File: src/rtl/mh64_pkg.sv
package mh64_pkg;

	localparam int WORD_W      = 64;
	localparam int COUNT_W     = 4;
	localparam int LEN_W       = 32;
	localparam int BYTES       = 8;
	localparam int HALF_W      = 32;
	localparam int QUEUE_DEPTH = 2;
	localparam int QPTR_W      = $clog2(QUEUE_DEPTH);
	localparam int QCNT_W      = $clog2(QUEUE_DEPTH + 1);

	localparam logic [WORD_W-1:0] MUR_M = 64'hc6a4a7935bd1e995;
	localparam int                MUR_R = 47;

	// How a word contributes to the running hash.
	typedef enum logic [1:0] {
		KIND_EMPTY,
		KIND_PART,
		KIND_FULL
	} kind_t;

	// One classified request as it waits between the front and the back.
	typedef struct packed {
		logic [WORD_W-1:0] data;
		kind_t             kind;
		logic              first;
		logic              last;
		logic [LEN_W-1:0]  len;
	} item_t;

	typedef enum logic [2:0] {
		ST_IDLE,
		ST_LEN,
		ST_MIXA,
		ST_MIXB,
		ST_FOLD,
		ST_FIN,
		ST_OUT
	} back_state_t;

endpackage

File: src/rtl/mh64_if.sv
interface mh64_in_if;
	logic                              valid;
	logic                              ready;
	logic [mh64_pkg::WORD_W-1:0]       word;
	logic [mh64_pkg::COUNT_W-1:0]      byte_count;
	logic                              first;
	logic                              last;
	logic [mh64_pkg::LEN_W-1:0]        message_length;

	modport source (output valid, word, byte_count, first, last, message_length, input ready);
	modport sink   (input valid, word, byte_count, first, last, message_length, output ready);
endinterface

interface mh64_out_if;
	logic                        valid;
	logic                        ready;
	logic [mh64_pkg::WORD_W-1:0] hash;

	modport source (output valid, hash, input ready);
	modport sink   (input valid, hash, output ready);
endinterface

interface mh64_cfg_if;
	logic                        valid;
	logic                        ready;
	logic [mh64_pkg::WORD_W-1:0] seed;

	modport source (output valid, seed, input ready);
	modport sink   (input valid, seed, output ready);
endinterface

File: src/rtl/mh64_front.sv
module mh64_front (
	input  logic            clk,
	input  logic            arst_n,
	mh64_in_if.sink         in_ch,
	output logic            q_valid,
	output mh64_pkg::item_t q_item,
	input  logic            q_pop
);

	mh64_pkg::item_t                  mem_q [mh64_pkg::QUEUE_DEPTH];
	logic [mh64_pkg::QPTR_W-1:0]      wr_ptr_q;
	logic [mh64_pkg::QPTR_W-1:0]      rd_ptr_q;
	logic [mh64_pkg::QCNT_W-1:0]      cnt_q;
	logic                             push;
	logic                             pop;
	logic [mh64_pkg::WORD_W-1:0]      mask;
	mh64_pkg::item_t                  item_in;

	// Byte mask for a partial word: bytes below the count are kept.
	always_comb begin
		for (int i = 0; i < mh64_pkg::BYTES; i++) begin
			mask[i*8 +: 8] = (mh64_pkg::COUNT_W'(i) < in_ch.byte_count) ? 8'hFF : 8'h00;
		end
	end

	always_comb begin
		item_in.first = in_ch.first;
		item_in.last  = in_ch.last;
		item_in.len   = in_ch.message_length;
		if (in_ch.byte_count >= mh64_pkg::COUNT_W'(mh64_pkg::BYTES)) begin
			item_in.kind = mh64_pkg::KIND_FULL;
			item_in.data = in_ch.word;
		end else if (in_ch.byte_count != '0) begin
			item_in.kind = mh64_pkg::KIND_PART;
			item_in.data = in_ch.word & mask;
		end else begin
			item_in.kind = mh64_pkg::KIND_EMPTY;
			item_in.data = in_ch.word;
		end
	end

	assign in_ch.ready = (cnt_q != mh64_pkg::QCNT_W'(mh64_pkg::QUEUE_DEPTH));
	assign push        = in_ch.valid && in_ch.ready;
	assign q_valid     = (cnt_q != '0);
	assign pop         = q_pop && q_valid;
	assign q_item      = mem_q[rd_ptr_q];

	always_ff @(posedge clk) begin
		if (push) begin
			mem_q[wr_ptr_q] <= item_in;
		end
	end

	always_ff @(posedge clk or negedge arst_n) begin
		if (!arst_n) begin
			wr_ptr_q <= '0;
			rd_ptr_q <= '0;
			cnt_q    <= '0;
		end else begin
			if (push) begin
				wr_ptr_q <= wr_ptr_q + 1'b1;
			end
			if (pop) begin
				rd_ptr_q <= rd_ptr_q + 1'b1;
			end
			if (push && !pop) begin
				cnt_q <= cnt_q + 1'b1;
			end else if (pop && !push) begin
				cnt_q <= cnt_q - 1'b1;
			end
		end
	end

endmodule

File: src/rtl/mh64_mul.sv
module mh64_mul (
	input  logic                        clk,
	input  logic                        arst_n,
	input  logic                        start,
	input  logic [mh64_pkg::WORD_W-1:0] a,
	output logic                        done,
	output logic [mh64_pkg::WORD_W-1:0] product
);

	localparam logic [mh64_pkg::HALF_W-1:0] M_LO = mh64_pkg::MUR_M[mh64_pkg::HALF_W-1:0];
	localparam logic [mh64_pkg::HALF_W-1:0] M_HI =
		mh64_pkg::MUR_M[mh64_pkg::WORD_W-1:mh64_pkg::HALF_W];

	logic [mh64_pkg::HALF_W-1:0] a_lo;
	logic [mh64_pkg::HALF_W-1:0] a_hi;
	logic [mh64_pkg::WORD_W-1:0] prod_ll;
	logic [mh64_pkg::HALF_W-1:0] prod_lh;
	logic [mh64_pkg::HALF_W-1:0] prod_hl;
	logic [mh64_pkg::WORD_W-1:0] ll_s1;
	logic [mh64_pkg::HALF_W-1:0] lh_s1;
	logic [mh64_pkg::HALF_W-1:0] hl_s1;
	logic [mh64_pkg::HALF_W-1:0] cross_sum;
	logic                        valid_s1;
	logic                        valid_s2;
	logic [mh64_pkg::WORD_W-1:0] prod_s2;

	assign a_lo    = a[mh64_pkg::HALF_W-1:0];
	assign a_hi    = a[mh64_pkg::WORD_W-1:mh64_pkg::HALF_W];

	// Low 64 bits of a * M from three 32 by 32 partial products.
	assign prod_ll   = {{mh64_pkg::HALF_W{1'b0}}, a_lo} * {{mh64_pkg::HALF_W{1'b0}}, M_LO};
	assign prod_lh   = a_lo * M_HI;
	assign prod_hl   = a_hi * M_LO;
	assign cross_sum = lh_s1 + hl_s1;

	always_ff @(posedge clk) begin
		ll_s1   <= prod_ll;
		lh_s1   <= prod_lh;
		hl_s1   <= prod_hl;
		if (valid_s1) begin
			prod_s2 <= ll_s1 + {cross_sum, {mh64_pkg::HALF_W{1'b0}}};
		end
	end

	always_ff @(posedge clk or negedge arst_n) begin
		if (!arst_n) begin
			valid_s1 <= 1'b0;
			valid_s2 <= 1'b0;
		end else begin
			valid_s1 <= start;
			valid_s2 <= valid_s1;
		end
	end

	assign done    = valid_s2;
	assign product = prod_s2;

endmodule

File: src/rtl/mh64_back.sv
module mh64_back (
	input  logic                        clk,
	input  logic                        arst_n,
	input  logic                        q_valid,
	input  mh64_pkg::item_t             q_item,
	output logic                        q_pop,
	input  logic [mh64_pkg::WORD_W-1:0] seed,
	mh64_out_if.source                  out_ch
);

	mh64_pkg::back_state_t       state_q;
	mh64_pkg::back_state_t       state_d;
	mh64_pkg::item_t             cur_q;
	logic                        cur_we;
	logic [mh64_pkg::WORD_W-1:0] h_q;
	logic [mh64_pkg::WORD_W-1:0] h_d;
	logic                        h_we;
	logic                        mul_start;
	logic [mh64_pkg::WORD_W-1:0] mul_a;
	logic                        mul_done;
	logic [mh64_pkg::WORD_W-1:0] product;
	logic                        body_go;
	logic [mh64_pkg::WORD_W-1:0] body_h;
	mh64_pkg::item_t             body_item;
	logic                        tail_go;
	logic [mh64_pkg::WORD_W-1:0] tail_h;
	logic                        tail_last;
	logic                        out_load;
	logic                        out_valid_q;
	logic [mh64_pkg::WORD_W-1:0] out_hash_q;

	mh64_mul u_mul (
		.clk     (clk),
		.arst_n  (arst_n),
		.start   (mul_start),
		.a       (mul_a),
		.done    (mul_done),
		.product (product)
	);

	always_comb begin
		state_d   = state_q;
		cur_we    = 1'b0;
		q_pop     = 1'b0;
		h_we      = 1'b0;
		h_d       = h_q;
		mul_start = 1'b0;
		mul_a     = '0;
		body_go   = 1'b0;
		body_h    = h_q;
		body_item = cur_q;
		tail_go   = 1'b0;
		tail_h    = h_q;
		tail_last = cur_q.last;
		out_load  = 1'b0;

		unique case (state_q)
			mh64_pkg::ST_IDLE: begin
				if (q_valid) begin
					q_pop  = 1'b1;
					cur_we = 1'b1;
					if (q_item.first) begin
						mul_start = 1'b1;
						mul_a     = {{(mh64_pkg::WORD_W-mh64_pkg::LEN_W){1'b0}}, q_item.len};
						state_d   = mh64_pkg::ST_LEN;
					end else begin
						body_go   = 1'b1;
						body_h    = h_q;
						body_item = q_item;
					end
				end
			end
			mh64_pkg::ST_LEN: begin
				if (mul_done) begin
					h_we    = 1'b1;
					h_d     = seed ^ product;
					body_go = 1'b1;
					body_h  = seed ^ product;
				end
			end
			mh64_pkg::ST_MIXA: begin
				if (mul_done) begin
					mul_start = 1'b1;
					mul_a     = product ^ (product >> mh64_pkg::MUR_R);
					state_d   = mh64_pkg::ST_MIXB;
				end
			end
			mh64_pkg::ST_MIXB: begin
				if (mul_done) begin
					mul_start = 1'b1;
					mul_a     = h_q ^ product;
					state_d   = mh64_pkg::ST_FOLD;
				end
			end
			mh64_pkg::ST_FOLD: begin
				if (mul_done) begin
					h_we    = 1'b1;
					h_d     = product;
					tail_go = 1'b1;
					tail_h  = product;
				end
			end
			mh64_pkg::ST_FIN: begin
				if (mul_done) begin
					state_d = mh64_pkg::ST_OUT;
				end
			end
			mh64_pkg::ST_OUT: begin
				if (!out_valid_q || out_ch.ready) begin
					out_load = 1'b1;
					state_d  = mh64_pkg::ST_IDLE;
				end
			end
			default: begin
				state_d = mh64_pkg::ST_IDLE;
			end
		endcase

		// Start of the word's own contribution, once the base hash is known.
		if (body_go) begin
			tail_last = body_item.last;
			unique case (body_item.kind)
				mh64_pkg::KIND_FULL: begin
					mul_start = 1'b1;
					mul_a     = body_item.data;
					state_d   = mh64_pkg::ST_MIXA;
				end
				mh64_pkg::KIND_PART: begin
					mul_start = 1'b1;
					mul_a     = body_h ^ body_item.data;
					state_d   = mh64_pkg::ST_FOLD;
				end
				mh64_pkg::KIND_EMPTY: begin
					tail_go = 1'b1;
					tail_h  = body_h;
				end
				default: begin
					tail_go = 1'b1;
					tail_h  = body_h;
				end
			endcase
		end

		// After the word: finalise on the last word, otherwise take the next request.
		if (tail_go) begin
			if (tail_last) begin
				mul_start = 1'b1;
				mul_a     = tail_h ^ (tail_h >> mh64_pkg::MUR_R);
				state_d   = mh64_pkg::ST_FIN;
			end else begin
				state_d = mh64_pkg::ST_IDLE;
			end
		end
	end

	always_ff @(posedge clk or negedge arst_n) begin
		if (!arst_n) begin
			state_q     <= mh64_pkg::ST_IDLE;
			h_q         <= '0;
			out_valid_q <= 1'b0;
		end else begin
			state_q <= state_d;
			if (h_we) begin
				h_q <= h_d;
			end
			if (out_load) begin
				out_valid_q <= 1'b1;
			end else if (out_ch.ready) begin
				out_valid_q <= 1'b0;
			end
		end
	end

	always_ff @(posedge clk) begin
		if (cur_we) begin
			cur_q <= q_item;
		end
		if (out_load) begin
			out_hash_q <= product ^ (product >> mh64_pkg::MUR_R);
		end
	end

	assign out_ch.valid = out_valid_q;
	assign out_ch.hash  = out_hash_q;

endmodule

File: src/rtl/murmur2_hash64.sv
// Streaming 64-bit MurmurHash64A. A message arrives as little-endian 64-bit words on
// in_ch; the first word of a message carries the total length in message_length, and
// the word marked last produces one finished hash on out_ch. Each word is classified
// on entry (full, partial with its unused bytes masked, or empty) and placed in a
// two-entry queue, so the sender can run up to two requests ahead of the arithmetic.
// All arithmetic goes through one shared 64-bit multiplier by the MurmurHash constant,
// built from three 32 by 32 partial products. A full word is dispatched and then
// takes three dependent multiplies, a partial word one multiply and an empty word
// none; the first word of a message adds a multiply of the length to seed the hash,
// and the last word adds the final avalanche multiply and the hand-over to the
// output register. A finished hash waits in that register while the next
// message is already being worked on. The seed is written on cfg_ch, which is always
// ready; it must be written only while no message is in flight. The length is
// trusted as given and the running hash carries over between messages when a word
// arrives without its first mark.
module murmur2_hash64 (
	input  logic       clk,
	input  logic       arst_n,
	mh64_in_if.sink    in_ch,
	mh64_out_if.source out_ch,
	mh64_cfg_if.sink   cfg_ch
);

	logic [mh64_pkg::WORD_W-1:0] seed_q;
	logic                        q_valid;
	logic                        q_pop;
	mh64_pkg::item_t             q_item;

	// The seed register accepts a write in every cycle.
	assign cfg_ch.ready = 1'b1;

	always_ff @(posedge clk or negedge arst_n) begin
		if (!arst_n) begin
			seed_q <= '0;
		end else if (cfg_ch.valid) begin
			seed_q <= cfg_ch.seed;
		end
	end

	// Front end: takes requests, classifies and masks them, and queues them.
	mh64_front u_front (
		.clk     (clk),
		.arst_n  (arst_n),
		.in_ch   (in_ch),
		.q_valid (q_valid),
		.q_item  (q_item),
		.q_pop   (q_pop)
	);

	// Back end: the sequencer around the shared multiplier and the output register.
	mh64_back u_back (
		.clk     (clk),
		.arst_n  (arst_n),
		.q_valid (q_valid),
		.q_item  (q_item),
		.q_pop   (q_pop),
		.seed    (seed_q),
		.out_ch  (out_ch)
	);

endmodule

File: src/flat_wrapper.sv
// flat-port wrapper written by rule: the top's interface ports become plain ports
module murmur2_hash64_flat 
  (clk, arst_n, in_ch_valid, in_ch_word, in_ch_byte_count, in_ch_first, in_ch_last, in_ch_message_length, in_ch_ready, out_ch_valid, out_ch_hash, out_ch_ready, cfg_ch_valid, cfg_ch_seed, cfg_ch_ready);
  mh64_in_if in_ch_i ();
  mh64_out_if out_ch_i ();
  mh64_cfg_if cfg_ch_i ();
  input  logic clk;
  input  logic arst_n;
  input wire logic [$bits(in_ch_i.valid)-1:0] in_ch_valid;
  input wire logic [$bits(in_ch_i.word)-1:0] in_ch_word;
  input wire logic [$bits(in_ch_i.byte_count)-1:0] in_ch_byte_count;
  input wire logic [$bits(in_ch_i.first)-1:0] in_ch_first;
  input wire logic [$bits(in_ch_i.last)-1:0] in_ch_last;
  input wire logic [$bits(in_ch_i.message_length)-1:0] in_ch_message_length;
  output wire logic [$bits(in_ch_i.ready)-1:0] in_ch_ready;
  output wire logic [$bits(out_ch_i.valid)-1:0] out_ch_valid;
  output wire logic [$bits(out_ch_i.hash)-1:0] out_ch_hash;
  input wire logic [$bits(out_ch_i.ready)-1:0] out_ch_ready;
  input wire logic [$bits(cfg_ch_i.valid)-1:0] cfg_ch_valid;
  input wire logic [$bits(cfg_ch_i.seed)-1:0] cfg_ch_seed;
  output wire logic [$bits(cfg_ch_i.ready)-1:0] cfg_ch_ready;
  assign in_ch_i.valid = in_ch_valid;
  assign in_ch_i.word = in_ch_word;
  assign in_ch_i.byte_count = in_ch_byte_count;
  assign in_ch_i.first = in_ch_first;
  assign in_ch_i.last = in_ch_last;
  assign in_ch_i.message_length = in_ch_message_length;
  assign in_ch_ready = in_ch_i.ready;
  assign out_ch_valid = out_ch_i.valid;
  assign out_ch_hash = out_ch_i.hash;
  assign out_ch_i.ready = out_ch_ready;
  assign cfg_ch_i.valid = cfg_ch_valid;
  assign cfg_ch_i.seed = cfg_ch_seed;
  assign cfg_ch_ready = cfg_ch_i.ready;
  murmur2_hash64 u_core (.clk(clk), .arst_n(arst_n), .in_ch(in_ch_i), .out_ch(out_ch_i), .cfg_ch(cfg_ch_i));
endmodule
File: config.mk
export PLATFORM = sky130hd
export DESIGN_NAME = murmur2_hash64_flat
export DESIGN_NICKNAME = d
export VERILOG_FILES = /design/src/rtl/mh64_pkg.sv /design/src/rtl/mh64_if.sv /design/src/rtl/mh64_front.sv /design/src/rtl/mh64_mul.sv /design/src/rtl/mh64_back.sv /design/src/rtl/murmur2_hash64.sv /design/src/flat_wrapper.sv
export SDC_FILE = /design/constraint.sdc
export NUM_CORES = 2
export LEC_CHECK = 0
export BUFFER_PORTS_ARGS = -buffer_cell sky130_fd_sc_hd__buf_4
export CORE_MARGIN = 3
export CORE_UTILIZATION = 58
export DETAILED_ROUTE_END_ITERATION = 12
export GPL_TIMING_DRIVEN = 0
export HOLD_SLACK_MARGIN = 0.03
export PLACE_DENSITY = 0.78
export SLEW_MARGIN = 20
export SYNTH_ARGS = -nofsm -noshare
export SYNTH_HDL_FRONTEND = slang
export SYNTH_SLANG_ARGS = --single-unit
File: constraint.sdc
create_clock -name clk -period 11.64 [get_ports clk]
set_input_delay 2.328 -clock clk [delete_from_list [all_inputs] [get_ports clk]]
set_output_delay 2.328 -clock clk [all_outputs]
set_load 0.1 [all_outputs]
==> metrics.csv <==
stage,metric,value,unit
logic_synthesis,top-count cell post-synth,inv_1,
floorplan,Site Rows,123,
routing,Post-DRT Antenna Nets,0,
logic_synthesis,synth top area cells,"fa_1 23%, edfxtp_1 18%, ha_1 17%, inv_1 7.1%, dfrtp_1 5.2%",
floorplan,I/O pins,238,
logic_synthesis,number of synthesized flops with an enable pin,395,
global_route,number of global-route vias before repair,49970,
logic_synthesis,ys async rst share,20.94,%
worst_setup_path,Critical Path Stages,35,
routing,vias per cell,5.981,
worst_setup_path,reg2reg path depth,35,
routing,router iterations before antenna repair,8,
worst_setup_path,critical path's top delay family,adder cells,
logic_synthesis,post-synthesis sequential area ratio,27.05,%
timing,Fmax,0.08626,GHz
timing,max-slew violation count,0,
clock_tree,CTS tree,built,
floorplan,die width,343.2,µm
clock_tree,"Reg clk slew, reported paths",0.07,ns
logic_synthesis,Post-Synthesis Cells,6153,
worst_setup_path,worst-path fanout max,12,
floorplan,Initial Utilization,58.53,%
clock_tree,cts bufs inserted,71,
global_route,largest net degree at the start of global routing,76,
placement,DP Wirelength,174000,µm
worst_setup_path,Crit path largest cell delay,0.78,ns
logic_synthesis,Synth cell types,92,
logic_synthesis,Mapped Avg Cell Area,10.72,µm²
routing,DRT iter0 DRCs,5356,
floorplan,core area,0.1127,mm²
clock_tree,H-tree lvl count,3,
routing,total number of vias,48370,
worst_setup_path,CP Capture Type,flip-flop,
worst_setup_path,startpoint type of the worst setup path,flip-flop,
routing,wire length per cell,26.61,µm
worst_setup_path,type of the worst setup path,reg2reg,
clock_tree,Worst-Skew Late Latency,0.66,ns
worst_setup_path,internal reg-to-reg setup slack,0.05,ns
logic_synthesis,Synth Flop Type,edfxtp_1,
worst_setup_path,highest-delay cell along the critical path,buf_1,
layout,share of layout cells above drive strength 1,11.40,%
logic_synthesis,Yosys top cell area share,22.99,%
worst_setup_path,critical path required time,12.20,ns
timing,Final Hold Viols,0,
floorplan,die area,0.1178,mm²
min_path,Hold Crit Class,reg2reg,
routing,drt drc,0,
logic_synthesis,synthesized flop and latch total,659,
clock_tree,CTS root buffer,clkbuf_16,
worst_setup_path,arrival time worst endpoint,12.16,ns
timing,clk_skew,0.04651,ns
placement,GP Congestion,1.084,
layout,layout net count,8336,
worst_setup_path,cell mode on critical path,fa_1,
run,max-cap violations,0,
timing,setup tns final,0,ns
placement,Buffers on Ports,227,
status,outcome,finished clean,
routing,Post-Route WL,215200,µm
worst_setup_path,worst path bufs/invs,11,
clock_tree,CTS max path bufs,3,
timing,RSZ-0062 raised after global routing,no,
floorplan,DIE HEIGHT,343.2,µm
clock_tree,Sink Count,659,
logic_synthesis,synth warn,0,
layout,final core occ,65.09,%
layout,area delta synth->final,11.22,%
global_route,GR Overflow Total,0,
timing,Least-Margin Pin Slew,1.303,ns
logic_synthesis,Syn Nets,7962,
global_route,initial antenna violation count,8,
min_path,Cells on Worst Hold Path,0,
logic_synthesis,Synth area leader,fa_1,
global_route,first-pass GRT wire length,315800,µm
timing,count of final setup violators,0,
logic_synthesis,Synth top cells by count,"1240 x inv_1, 881 x ha_1, 757 x fa_1",
timing,relative slew slack,13.12,%
logic_synthesis,Post-Syn Area,0.06593,mm²
timing,minimum clock period,11.59,ns
global_route,Global Route Usage Sum,36.72,%
timing,post-route clock period utilization,99.60,%
## flip-flops by register name, summed over array words and instances (netlist names)
name / cells
u_core.seed_q: 64
u_core.u_back.u_mul.ll_s1: 62
u_core.u_front.wr_ptr_q: 1
u_core.u_back.cur_q: 67
u_core.u_back.h_q: 64
u_core.u_back.u_mul.product: 64
u_core.u_back.state_q: 3
u_core.u_front.mem_q: 200
u_core.u_back.out_ch.hash: 64
u_core.u_front.cnt_q: 2
u_core.u_back.u_mul.lh_s1: 32
u_core.u_back.u_mul.hl_s1: 32
u_core.u_back.u_mul.valid_s1: 1
u_core.u_back.out_ch.valid: 1
u_core.u_back.u_mul.done: 1
u_core.u_front.rd_ptr_q: 1
## final timing paths
check | end | startpoint
worst max-delay path | u_core.u_back.u_mul.ll_s1[55]$_DFF_P_ | u_core.u_back.state_q[0]$_DFF_PN0_
worst min-delay path | u_core.u_back.u_mul.product[21]$_DFFE_PP_ | u_core.u_back.u_mul.ll_s1[21]$_DFF_P_
worst max register to register | u_core.u_back.u_mul.ll_s1[55]$_DFF_P_ | u_core.u_back.state_q[0]$_DFF_PN0_
worst min register to register | u_core.u_back.u_mul.product[21]$_DFFE_PP_ | u_core.u_back.u_mul.ll_s1[21]$_DFF_P_
max in group asynchronous | u_core.seed_q[32]$_DFFE_PN0P_ | arst_n
min in group asynchronous | u_core.u_front.wr_ptr_q$_DFFE_PN0P_ | arst_n
## cell families after synthesis
kind of cell	after synthesis	synth area share, %
fa+ha+maj	1638	39.70
xor+xnor	489	6.560
buf+inv	1415	8.181
compound gates	832	8.191
other cells	1	0.005688
mux	276	4.499
flops	659	27.05
simple gates	843	5.805
## area by class of cell
cell class,count,area (µm²)
diodes,2,5.005
inverters,1241,4672
flip-flops and latches,659,17840
clock buffers,85,1849
well taps,1500,1877
plain buffers,167,828.3
multi-input cells,4079,43170
clock inverters,46,372.9
fillers,8703,39330
repair buffers,308,2716
## layer usage
metal,track usage [%],up-vias,wire length (µm)
li1,-,20980,-
met1,46.33,23940,79710
met2,57.55,2736,95590
met3,7.370,707,21840
met4,24.48,6,18040
met5,0,-,41
## layout by cell type, fill, tap and decap left out, types with 17 or more instances in the layout
| cell type | count |
|---|---|
| nor2b_1 | 44 |
| nand3_1 | 44 |
| o221ai_1 | 21 |
| buf_1 | 21 |
| o21bai_1 | 24 |
| inv_1 | 1232 |
| a21o_1 | 65 |
| nor2_1 | 243 |
| o211ai_1 | 22 |
| and2_1 | 36 |
| dfrtp_1 | 136 |
| a22oi_1 | 34 |
| nor3_1 | 21 |
| clkbuf_16 | 73 |
| a31oi_1 | 18 |
| o21ai_0 | 105 |
| xor2_1 | 230 |
| nand2_1 | 321 |
| dfxtp_1 | 126 |
| and3_1 | 32 |
| nand4_1 | 17 |
| mux2_2 | 159 |
| edfxtp_1 | 395 |
| ha_1 | 878 |
| o22ai_1 | 56 |
| fa_1 | 757 |
| xnor2_1 | 255 |
| mux2i_1 | 112 |
| o21a_1 | 25 |
| clkbuf_1 | 106 |
| nand2b_1 | 26 |
| a21oi_1 | 272 |
| buf_6 | 21 |
| a211oi_1 | 18 |
| buf_4 | 275 |
## through the flow
step	hold slack [ns]	cell area, µm²	cells	worst slack, ns
6_report	0.4032	73330	8087	0.04669
3_5_place_dp	0.3906	70480	7929	-3.473
2_1_floorplan	0.3855	65930	6153	0.1646
3_3_place_gp	0.3854	69510	7880	-4.388
4_1_cts	0.4028	73200	8082	0.01289
5_1_grt	0.4127	73320	8085	0.03964
## what timing repair did
| action | 4_1_cts | 5_1_grt |
|---|---|---|
| gates resized for setup | 96 | 27 |
| pin swaps | 7 | 5 |
| hold buffers | 0 | 0 |
| buffers inserted | 26 | 4 |
| endpoints found under the setup margin | 82 | 29 |
| cloned | 0 | 2 |
Power is not shown: default switching activity piles up to over one toggle a cycle in this logic, so the estimate is an artifact.
